## config.mk

```make
export PLATFORM = sky130hd
export DESIGN_NAME = key_value_table_top_flat
export DESIGN_NICKNAME = d
export VERILOG_FILES = /design/src/rtl/kvt_pkg.sv /design/src/rtl/kvt_if.sv /design/src/rtl/kvt_ram.sv /design/src/rtl/key_value_table_top.sv /design/src/flat_wrapper.sv
export SDC_FILE = /design/constraint.sdc
export NUM_CORES = 2
export LEC_CHECK = 0
export ABC_AREA = 1
export BUFFER_PORTS_ARGS = -buffer_cell sky130_fd_sc_hd__buf_2
export CELL_PAD_IN_SITES_DETAIL_PLACEMENT = 1
export CELL_PAD_IN_SITES_GLOBAL_PLACEMENT = 1
export CORE_AREA = 2 2 432 434
export CTS_CLUSTER_DIAMETER = 200
export DETAILED_ROUTE_END_ITERATION = 10
export DIE_AREA = 0 0 434 436
export GPL_TIMING_DRIVEN = 0
export MAX_ROUTING_LAYER = met4
export PLACE_DENSITY = 0.79
export SLEW_MARGIN = 10
export SYNTH_ARGS = -nofsm -noshare
export SYNTH_HDL_FRONTEND = slang
export SYNTH_SLANG_ARGS = --single-unit
```

## constraint.sdc

```tcl
create_clock -name clock -period 10.38 [get_ports clock]
set_clock_uncertainty 0.05 [all_clocks]
set_input_delay 1.557 -clock clock [delete_from_list [all_inputs] [get_ports clock]]
set_output_delay 1.557 -clock clock [all_outputs]
set_load 0.02 [all_outputs]
```

## src/rtl/kvt_pkg.sv

```systemverilog
// kvt_pkg: shared types and constants of the key/value table.
// Used by the channel interfaces, the table top level and its checker.
`timescale 1ns / 1ps
package kvt_pkg;

   localparam int DEF_CAPACITY = 16;
   localparam int MODE_W       = 2;
   localparam int KEY_W        = 64;
   localparam int VALUE_W      = 64;
   localparam int STATUS_W     = 2;
   localparam int COUNT_OUT_W  = 5;

   typedef enum logic [MODE_W-1:0] {
      MODE_INSERT = 2'd0,
      MODE_REMOVE = 2'd1,
      MODE_LOOKUP = 2'd2,
      MODE_UPDATE = 2'd3
   } mode_type;

   typedef enum logic [STATUS_W-1:0] {
      ST_OK        = 2'd0,
      ST_DUP       = 2'd1,
      ST_NOT_FOUND = 2'd2,
      ST_FULL      = 2'd3
   } status_type;

endpackage

```

## src/rtl/kvt_if.sv

```systemverilog
// kvt_req_if / kvt_rsp_if: valid/ready channels of the key/value table.
// Depends on kvt_pkg for field widths.
`timescale 1ns / 1ps
interface kvt_req_if;
   import kvt_pkg::*;
   logic               valid;
   logic               ready;
   logic [MODE_W-1:0]  mode;
   logic [KEY_W-1:0]   key;
   logic [VALUE_W-1:0] value;

   modport source (output valid, output mode, output key, output value, input ready);
   modport sink   (input valid, input mode, input key, input value, output ready);
endinterface

interface kvt_rsp_if;
   import kvt_pkg::*;
   logic                   valid;
   logic                   ready;
   logic [STATUS_W-1:0]    status;
   logic [VALUE_W-1:0]     read_value;
   logic [COUNT_OUT_W-1:0] entry_count;

   modport source (output valid, output status, output read_value, output entry_count,
                   input ready);
   modport sink   (input valid, input status, input read_value, input entry_count,
                   output ready);
endinterface

```

## src/rtl/kvt_ram.sv

```systemverilog
// kvt_ram: generic single-write, single-read synchronous RAM, registered read.
// No dependencies.
`timescale 1ns / 1ps
module kvt_ram #(
   parameter int WIDTH  = 64,
   parameter int DEPTH  = 16,
   parameter int ADDR_W = (DEPTH > 1) ? $clog2(DEPTH) : 1
) (
   input  logic              clock,
   input  logic              wr_en,
   input  logic [ADDR_W-1:0] wr_addr,
   input  logic [WIDTH-1:0]  wr_data,
   input  logic              rd_en,
   input  logic [ADDR_W-1:0] rd_addr,
   output logic [WIDTH-1:0]  rd_data
);
   logic [WIDTH-1:0] mem_ff [DEPTH];

   always_ff @(posedge clock) begin
      if (wr_en) begin
         mem_ff[wr_addr] <= wr_data;
      end
      if (rd_en) begin
         rd_data <= mem_ff[rd_addr];
      end
   end
endmodule

```

## src/rtl/key_value_table_top.sv

```systemverilog
// key_value_table_top: associative key/value table with unique keys.
// Depends on kvt_pkg, kvt_req_if / kvt_rsp_if and kvt_ram.
//
//   channel   | dir | transaction payload                       | handshake
//   ----------+-----+-------------------------------------------+-------------
//   req_bus   | in  | mode, key, value                          | valid/ready
//   rsp_bus   | out | status, read_value, entry_count           | valid/ready
//
// Sequence: each request passes through an accept state, a scan state that
//   streams the key and value memories through the comparator, a drain
//   state and a commit state. The serial scan over the single read port of
//   the key memory dominates the time a request takes.
// Reset: synchronous; clears valid marks, entry count and handshake state.
//   The memories are not cleared; an entry is only used once its mark is set.
// Stalls: a finished response waits in the output register; the next request
//   is taken meanwhile and only its commit waits for the register to drain.
`timescale 1ns / 1ps
module key_value_table_top #(
   parameter int CAPACITY = kvt_pkg::DEF_CAPACITY
) (
   input  logic      clock,
   input  logic      reset,
   kvt_req_if.sink   req_bus,
   kvt_rsp_if.source rsp_bus
);
   import kvt_pkg::*;

   localparam int IDX_W = (CAPACITY > 1) ? $clog2(CAPACITY) : 1;
   localparam int CNT_W = $clog2(CAPACITY + 1);
   localparam logic [IDX_W-1:0] LAST_IDX = IDX_W'(CAPACITY - 1);

   typedef enum logic [1:0] {S_IDLE, S_SCAN, S_DRAIN, S_COMMIT} state_type;

   state_type            state_ff;
   mode_type             mode_ff;
   logic [KEY_W-1:0]     key_ff;
   logic [VALUE_W-1:0]   value_ff;
   logic [IDX_W-1:0]     scan_ff;
   logic                 cmp_vld_ff;
   logic [IDX_W-1:0]     cmp_idx_ff;
   logic                 hit_ff;
   logic [IDX_W-1:0]     hit_idx_ff;
   logic [VALUE_W-1:0]   hit_val_ff;
   logic                 free_ff;
   logic [IDX_W-1:0]     free_idx_ff;
   logic [CAPACITY-1:0]  valid_ff;
   logic [CNT_W-1:0]     count_ff;

   logic                 rsp_valid_ff;
   status_type           rsp_status_ff;
   logic [VALUE_W-1:0]   rsp_value_ff;
   logic [COUNT_OUT_W-1:0] rsp_count_ff;

   // memory ports
   logic [KEY_W-1:0]     key_rd;
   logic [VALUE_W-1:0]   val_rd;
   logic                 key_we;
   logic                 val_we;
   logic [IDX_W-1:0]     val_waddr;
   logic                 rd_en;

   // compare stage and commit decision
   logic                 cmp_hit;
   logic                 cmp_free;
   logic                 commit_go;
   logic                 do_insert;
   logic                 do_remove;
   logic                 do_update;
   status_type           status_in;
   logic [VALUE_W-1:0]   read_value_in;
   logic [CNT_W-1:0]     count_in;

   kvt_ram #(.WIDTH(KEY_W), .DEPTH(CAPACITY), .ADDR_W(IDX_W)) u_key_ram (
      .clock   (clock),
      .wr_en   (key_we),
      .wr_addr (free_idx_ff),
      .wr_data (key_ff),
      .rd_en   (rd_en),
      .rd_addr (scan_ff),
      .rd_data (key_rd)
   );

   kvt_ram #(.WIDTH(VALUE_W), .DEPTH(CAPACITY), .ADDR_W(IDX_W)) u_val_ram (
      .clock   (clock),
      .wr_en   (val_we),
      .wr_addr (val_waddr),
      .wr_data (value_ff),
      .rd_en   (rd_en),
      .rd_addr (scan_ff),
      .rd_data (val_rd)
   );

   assign req_bus.ready       = (state_ff == S_IDLE);
   assign rsp_bus.valid       = rsp_valid_ff;
   assign rsp_bus.status      = rsp_status_ff;
   assign rsp_bus.read_value  = rsp_value_ff;
   assign rsp_bus.entry_count = rsp_count_ff;

   assign rd_en = (state_ff == S_SCAN);

   // Entry read last cycle; valid marks do not move during a scan.
   assign cmp_hit  = cmp_vld_ff && valid_ff[cmp_idx_ff] && (key_rd == key_ff);
   assign cmp_free = cmp_vld_ff && !valid_ff[cmp_idx_ff];

   assign commit_go = (state_ff == S_COMMIT) && (!rsp_valid_ff || rsp_bus.ready);

   always_comb begin
      do_insert     = 1'b0;
      do_remove     = 1'b0;
      do_update     = 1'b0;
      status_in     = ST_OK;
      read_value_in = '0;
      case (mode_ff)
         MODE_INSERT: begin
            // duplicate check wins over the full check
            if (hit_ff) begin
               status_in = ST_DUP;
            end else if (!free_ff) begin
               status_in = ST_FULL;
            end else begin
               do_insert = 1'b1;
            end
         end
         MODE_REMOVE: begin
            if (hit_ff) begin
               do_remove = 1'b1;
            end else begin
               status_in = ST_NOT_FOUND;
            end
         end
         MODE_LOOKUP: begin
            if (hit_ff) begin
               read_value_in = hit_val_ff;
            end else begin
               status_in = ST_NOT_FOUND;
            end
         end
         MODE_UPDATE: begin
            if (hit_ff) begin
               do_update = 1'b1;
            end else begin
               status_in = ST_NOT_FOUND;
            end
         end
         default: begin
            status_in = ST_NOT_FOUND;
         end
      endcase

      if (do_insert) begin
         count_in = count_ff + CNT_W'(1);
      end else if (do_remove) begin
         count_in = count_ff - CNT_W'(1);
      end else begin
         count_in = count_ff;
      end
   end

   assign key_we    = commit_go && do_insert;
   assign val_we    = commit_go && (do_insert || do_update);
   assign val_waddr = do_insert ? free_idx_ff : hit_idx_ff;

   always_ff @(posedge clock) begin
      if (reset) begin
         state_ff     <= S_IDLE;
         valid_ff     <= '0;
         count_ff     <= '0;
         cmp_vld_ff   <= 1'b0;
         rsp_valid_ff <= 1'b0;
      end else begin
         // a commit in the same cycle reloads the register instead
         if (rsp_valid_ff && rsp_bus.ready && !commit_go) begin
            rsp_valid_ff <= 1'b0;
         end

         // keys are unique, so at most one hit per scan
         if (cmp_hit && !hit_ff) begin
            hit_ff     <= 1'b1;
            hit_idx_ff <= cmp_idx_ff;
            hit_val_ff <= val_rd;
         end
         if (cmp_free && !free_ff) begin
            free_ff     <= 1'b1;
            free_idx_ff <= cmp_idx_ff;
         end

         case (state_ff)
            S_IDLE: begin
               if (req_bus.valid) begin
                  mode_ff  <= mode_type'(req_bus.mode);
                  key_ff   <= req_bus.key;
                  value_ff <= req_bus.value;
                  hit_ff   <= 1'b0;
                  free_ff  <= 1'b0;
                  scan_ff  <= '0;
                  state_ff <= S_SCAN;
               end
            end
            S_SCAN: begin
               cmp_vld_ff <= 1'b1;
               cmp_idx_ff <= scan_ff;
               if (scan_ff == LAST_IDX) begin
                  state_ff <= S_DRAIN;
               end else begin
                  scan_ff <= scan_ff + IDX_W'(1);
               end
            end
            S_DRAIN: begin
               cmp_vld_ff <= 1'b0;
               state_ff   <= S_COMMIT;
            end
            S_COMMIT: begin
               if (commit_go) begin
                  if (do_insert) begin
                     valid_ff[free_idx_ff] <= 1'b1;
                  end
                  if (do_remove) begin
                     valid_ff[hit_idx_ff] <= 1'b0;
                  end
                  count_ff      <= count_in;
                  rsp_valid_ff  <= 1'b1;
                  rsp_status_ff <= status_in;
                  rsp_value_ff  <= read_value_in;
                  rsp_count_ff  <= COUNT_OUT_W'(count_in);
                  state_ff      <= S_IDLE;
               end
            end
            default: begin
               state_ff <= S_IDLE;
            end
         endcase
      end
   end
endmodule

```

## src/flat_wrapper.sv

```systemverilog
// flat-port wrapper written by rule: the top's interface ports become plain ports
module key_value_table_top_flat import kvt_pkg::*;
#(
   parameter int CAPACITY = kvt_pkg::DEF_CAPACITY
)
  (clock, reset, req_bus_valid, req_bus_mode, req_bus_key, req_bus_value, req_bus_ready, rsp_bus_valid, rsp_bus_status, rsp_bus_read_value, rsp_bus_entry_count, rsp_bus_ready);
  kvt_req_if req_bus_i ();
  kvt_rsp_if rsp_bus_i ();
  input  logic clock;
  input  logic reset;
  input wire logic [$bits(req_bus_i.valid)-1:0] req_bus_valid;
  input wire logic [$bits(req_bus_i.mode)-1:0] req_bus_mode;
  input wire logic [$bits(req_bus_i.key)-1:0] req_bus_key;
  input wire logic [$bits(req_bus_i.value)-1:0] req_bus_value;
  output wire logic [$bits(req_bus_i.ready)-1:0] req_bus_ready;
  output wire logic [$bits(rsp_bus_i.valid)-1:0] rsp_bus_valid;
  output wire logic [$bits(rsp_bus_i.status)-1:0] rsp_bus_status;
  output wire logic [$bits(rsp_bus_i.read_value)-1:0] rsp_bus_read_value;
  output wire logic [$bits(rsp_bus_i.entry_count)-1:0] rsp_bus_entry_count;
  input wire logic [$bits(rsp_bus_i.ready)-1:0] rsp_bus_ready;
  assign req_bus_i.valid = req_bus_valid;
  assign req_bus_i.mode = req_bus_mode;
  assign req_bus_i.key = req_bus_key;
  assign req_bus_i.value = req_bus_value;
  assign req_bus_ready = req_bus_i.ready;
  assign rsp_bus_valid = rsp_bus_i.valid;
  assign rsp_bus_status = rsp_bus_i.status;
  assign rsp_bus_read_value = rsp_bus_i.read_value;
  assign rsp_bus_entry_count = rsp_bus_i.entry_count;
  assign rsp_bus_i.ready = rsp_bus_ready;
  key_value_table_top #(.CAPACITY(CAPACITY)) u_core (.clock(clock), .reset(reset), .req_bus(req_bus_i), .rsp_bus(rsp_bus_i));
endmodule
```

==> metrics <==
Vias/cell 6.47; CTS tree done; worst slew pin tran 1.33 ns; Setup TNS Final 0 ns; Synth area leader edfxtp_1; Async SR Flop Fraction 0%; crit path kind reg -> reg; maxcap violations 0; H-tree Lvls 4; WL final 322 mm; Cell Rows 158; Final #Nets 7253; Die Area 0.189 mm²; drt pass-1 iters 9; clock buffer depth 3; Tcrit/Tclk final 39.3%; final setup fails 0; Slew headroom 11.0%; total global routing overflow 0; DP HPWL 207 mm; vias post-DR 63400; hold buffer count at CTS 0; I/O Pins 207; CTS clk-pin slew, worst paths 0.07 ns; sequential cell area 0.0743 mm²; crit start category register; syn_nets 6711; CP endpoint kind register; flops & latches, synth 2484; core area 0.185 mm²; Initial Util 51.7%; cts bufs inserted 238; Synth area leaders edfxtp_1 77%, nor2_1 5.2%, o21ai_0 2.9%, o32ai_1 2.8%, mux2i_1 2.1%; crit path time final 4.07 ns; status completed; class of the worst hold path reg -> reg; area used by multi-input combinational logic 0.0186 mm²; RSZ-0062 raised after global routing false; final hold viol count 0; Port Buf Inserts 206; Yosys top cell area share 77.3%; ratio of cells with drive above 1 in the final layout 11.8%; Leak 36.8 nW; die extent in x 434 µm; first-pass GRT wire length 461 mm; Post-synth EDFFs 2459; Critical Path AT 4.64 ns; Netlist cell types 34; Cells after Synth 6569; Iteration-0 DRC Markers 8650; Worst Path Required 10.95 ns; clock latency on the worst-skew pair 0.90 ns; post-route ant nets 0; largest vdd supply drop 0.000212 V; initial antenna violation count 10; Resized cells post-CTS 0; # clock sinks 2484; All-Layer GR Usage 34.7%; f_max 245 MHz; worst hold slack 0.359 ns; die height 436 µm; FILL cells 17200; clock root buffer master clkbuf_16; placed insts 9351; largest net degree at the start of global routing 47; synthesis-to-layout area growth 15.2%; sequential-to-total area share from yosys stat 77.8%; vias in the first global route 67100; Synth Flop Type edfxtp_1; post-DR wirelength/cell 32.8 µm; non-filler cells, final 9807; post-synthesis cell area 0.0955 mm²; Pins Over Slew Limit 0; GPL Wtd Cong 0.891; crit-path max FO 10; pwr dens 241 mW/mm²; Synth Area per Inst 14.5 µm²; setup bufs post-CTS 0; Syn. warnings 0; DRC Markers 0
-- stage by stage --
step,area (µm²),total power [mW],setup slack [ns],util (%)
final,110000,26.5,6.31,59.6
after global placement,99700,17.1,-2.66,54.0
after global routing,110000,27.1,6.42,59.6
after floorplan,95500,14.9,2.53,-
after CTS,110000,26.4,6.50,59.6
after detailed placement,102000,17.4,5.97,55.3
-- synthesized netlist by cell type, drive strengths merged (19+ instances only) --
master	count
a21oi	19
buf	172
clkbuf	231
dfxtp	25
edfxtp	2459
inv	216
mux2i	202
nand2	486
nand3	226
nor2	1335
o211ai	55
o21ai	562
o221ai	202
o32ai	310
xor2	19
-- cells in the final DEF, fill, tap and decap left out, types with 5 or more instances in the layout --
cell type,synthesis,layout
clkinvlp_4,0,14
clkbuf_16,0,238
inv_1,215,215
clkinv_2,0,46
clkinv_16,0,12
a31oi_1,8,8
ha_1,8,7
buf_1,8,8
nor3_1,5,5
edfxtp_1,2459,2459
a21oi_1,19,19
nand2_1,486,486
nor2_4,0,35
clkinv_1,0,47
o32ai_1,310,310
buf_12,0,76
bufinv_16,0,29
xor2_1,19,19
buf_16,0,20
buf_4,27,27
dfxtp_1,25,25
mux2i_1,202,202
nor2_1,1335,1300
buf_2,100,306
o21ai_0,562,562
diode_2,0,13
clkbuf_1,231,268
clkbuf_8,0,5
o221ai_1,202,202
nand3_1,226,226
xnor2_1,9,9
clkbuf_2,0,11
o211ai_1,55,55
buf_6,37,37
-- worst max-delay path: stages (launching register included) --
cell and delay, ns:
edfxtp_1 0.42, clkbuf_1 0.27, inv_1 0.61, clkbuf_1 0.92, clkbuf_1 0.78, o221ai_1 0.28, nand3_1 0.25, nand3_1 0.19
-- power breakdown --
group,total (mW),leakage [nW],internal (mW),switching [mW]
clock network,9.01,3.85,5.00,4.01
logic,5.45,10.6,1.41,4.04
registers,12.1,22.4,11.6,0.432
total,26.5,36.8,18.0,8.49
-- routing by layer --
layer / track usage, % / part of all wire, %
met1: 40.5 / 35
met2: 55.7 / 49
met3: 6.53 / 9.0
met4: 21.4 / 7.2
met5: - / 0
-- final timing paths --
check,from,end,slack (ns),cells after the start
min reg2reg,u_core.u_val_ram.rd_data[18]$_DFFE_PP_,u_core.hit_val_ff[18]$_DFFE_PP_,0.36,0
min,u_core.u_val_ram.rd_data[18]$_DFFE_PP_,u_core.hit_val_ff[18]$_DFFE_PP_,0.36,0
max,u_core.scan_ff[2]$_SDFFCE_PN0P_,u_core.u_key_ram.rd_data[29]$_DFFE_PP_,6.31,7
max reg2reg,u_core.scan_ff[2]$_SDFFCE_PN0P_,u_core.u_key_ram.rd_data[29]$_DFFE_PP_,6.31,7
-- sequential cells by signal (all words and copies together) (netlist names), 16 cells and up --
name and flops:
u_core.rsp_bus.read_value 64, u_core.hit_val_ff 64, u_core.u_val_ram.mem_ff 1024, u_core.key_ff 64, u_core.u_val_ram.rd_data 64, u_core.u_key_ram.mem_ff 1024, u_core.u_key_ram.rd_data 64, u_core.valid_ff 16
u_core.value_ff 64
-- cell type report --
class | instances | share of cell area [%]
plain buffers | 403 | 1.85
inverters | 216 | 0.737
flip-flops and latches | 2484 | 67.6
well taps | 2480 | 2.82
diodes | 13 | 0.0296
clock inverters | 152 | 1.63
clock buffers | 291 | 5.64
multi-input cells | 3466 | 16.9
repair buffers | 302 | 2.82
-- kinds of logic after synthesis --
kind of cell | after synthesis | share of synthesized area [%]
DFF | 2484 | 77.8
and+or+nand+nor | 2060 | 8.42
buffers and inverters | 619 | 2.96
muxes | 202 | 2.12
AOI/OAI and AO/OA | 1168 | 8.32
adders and majority gates | 8 | 0.105
xor gates and xnor gates | 28 | 0.257
Note: power is estimated with default switching activity, not from simulation.
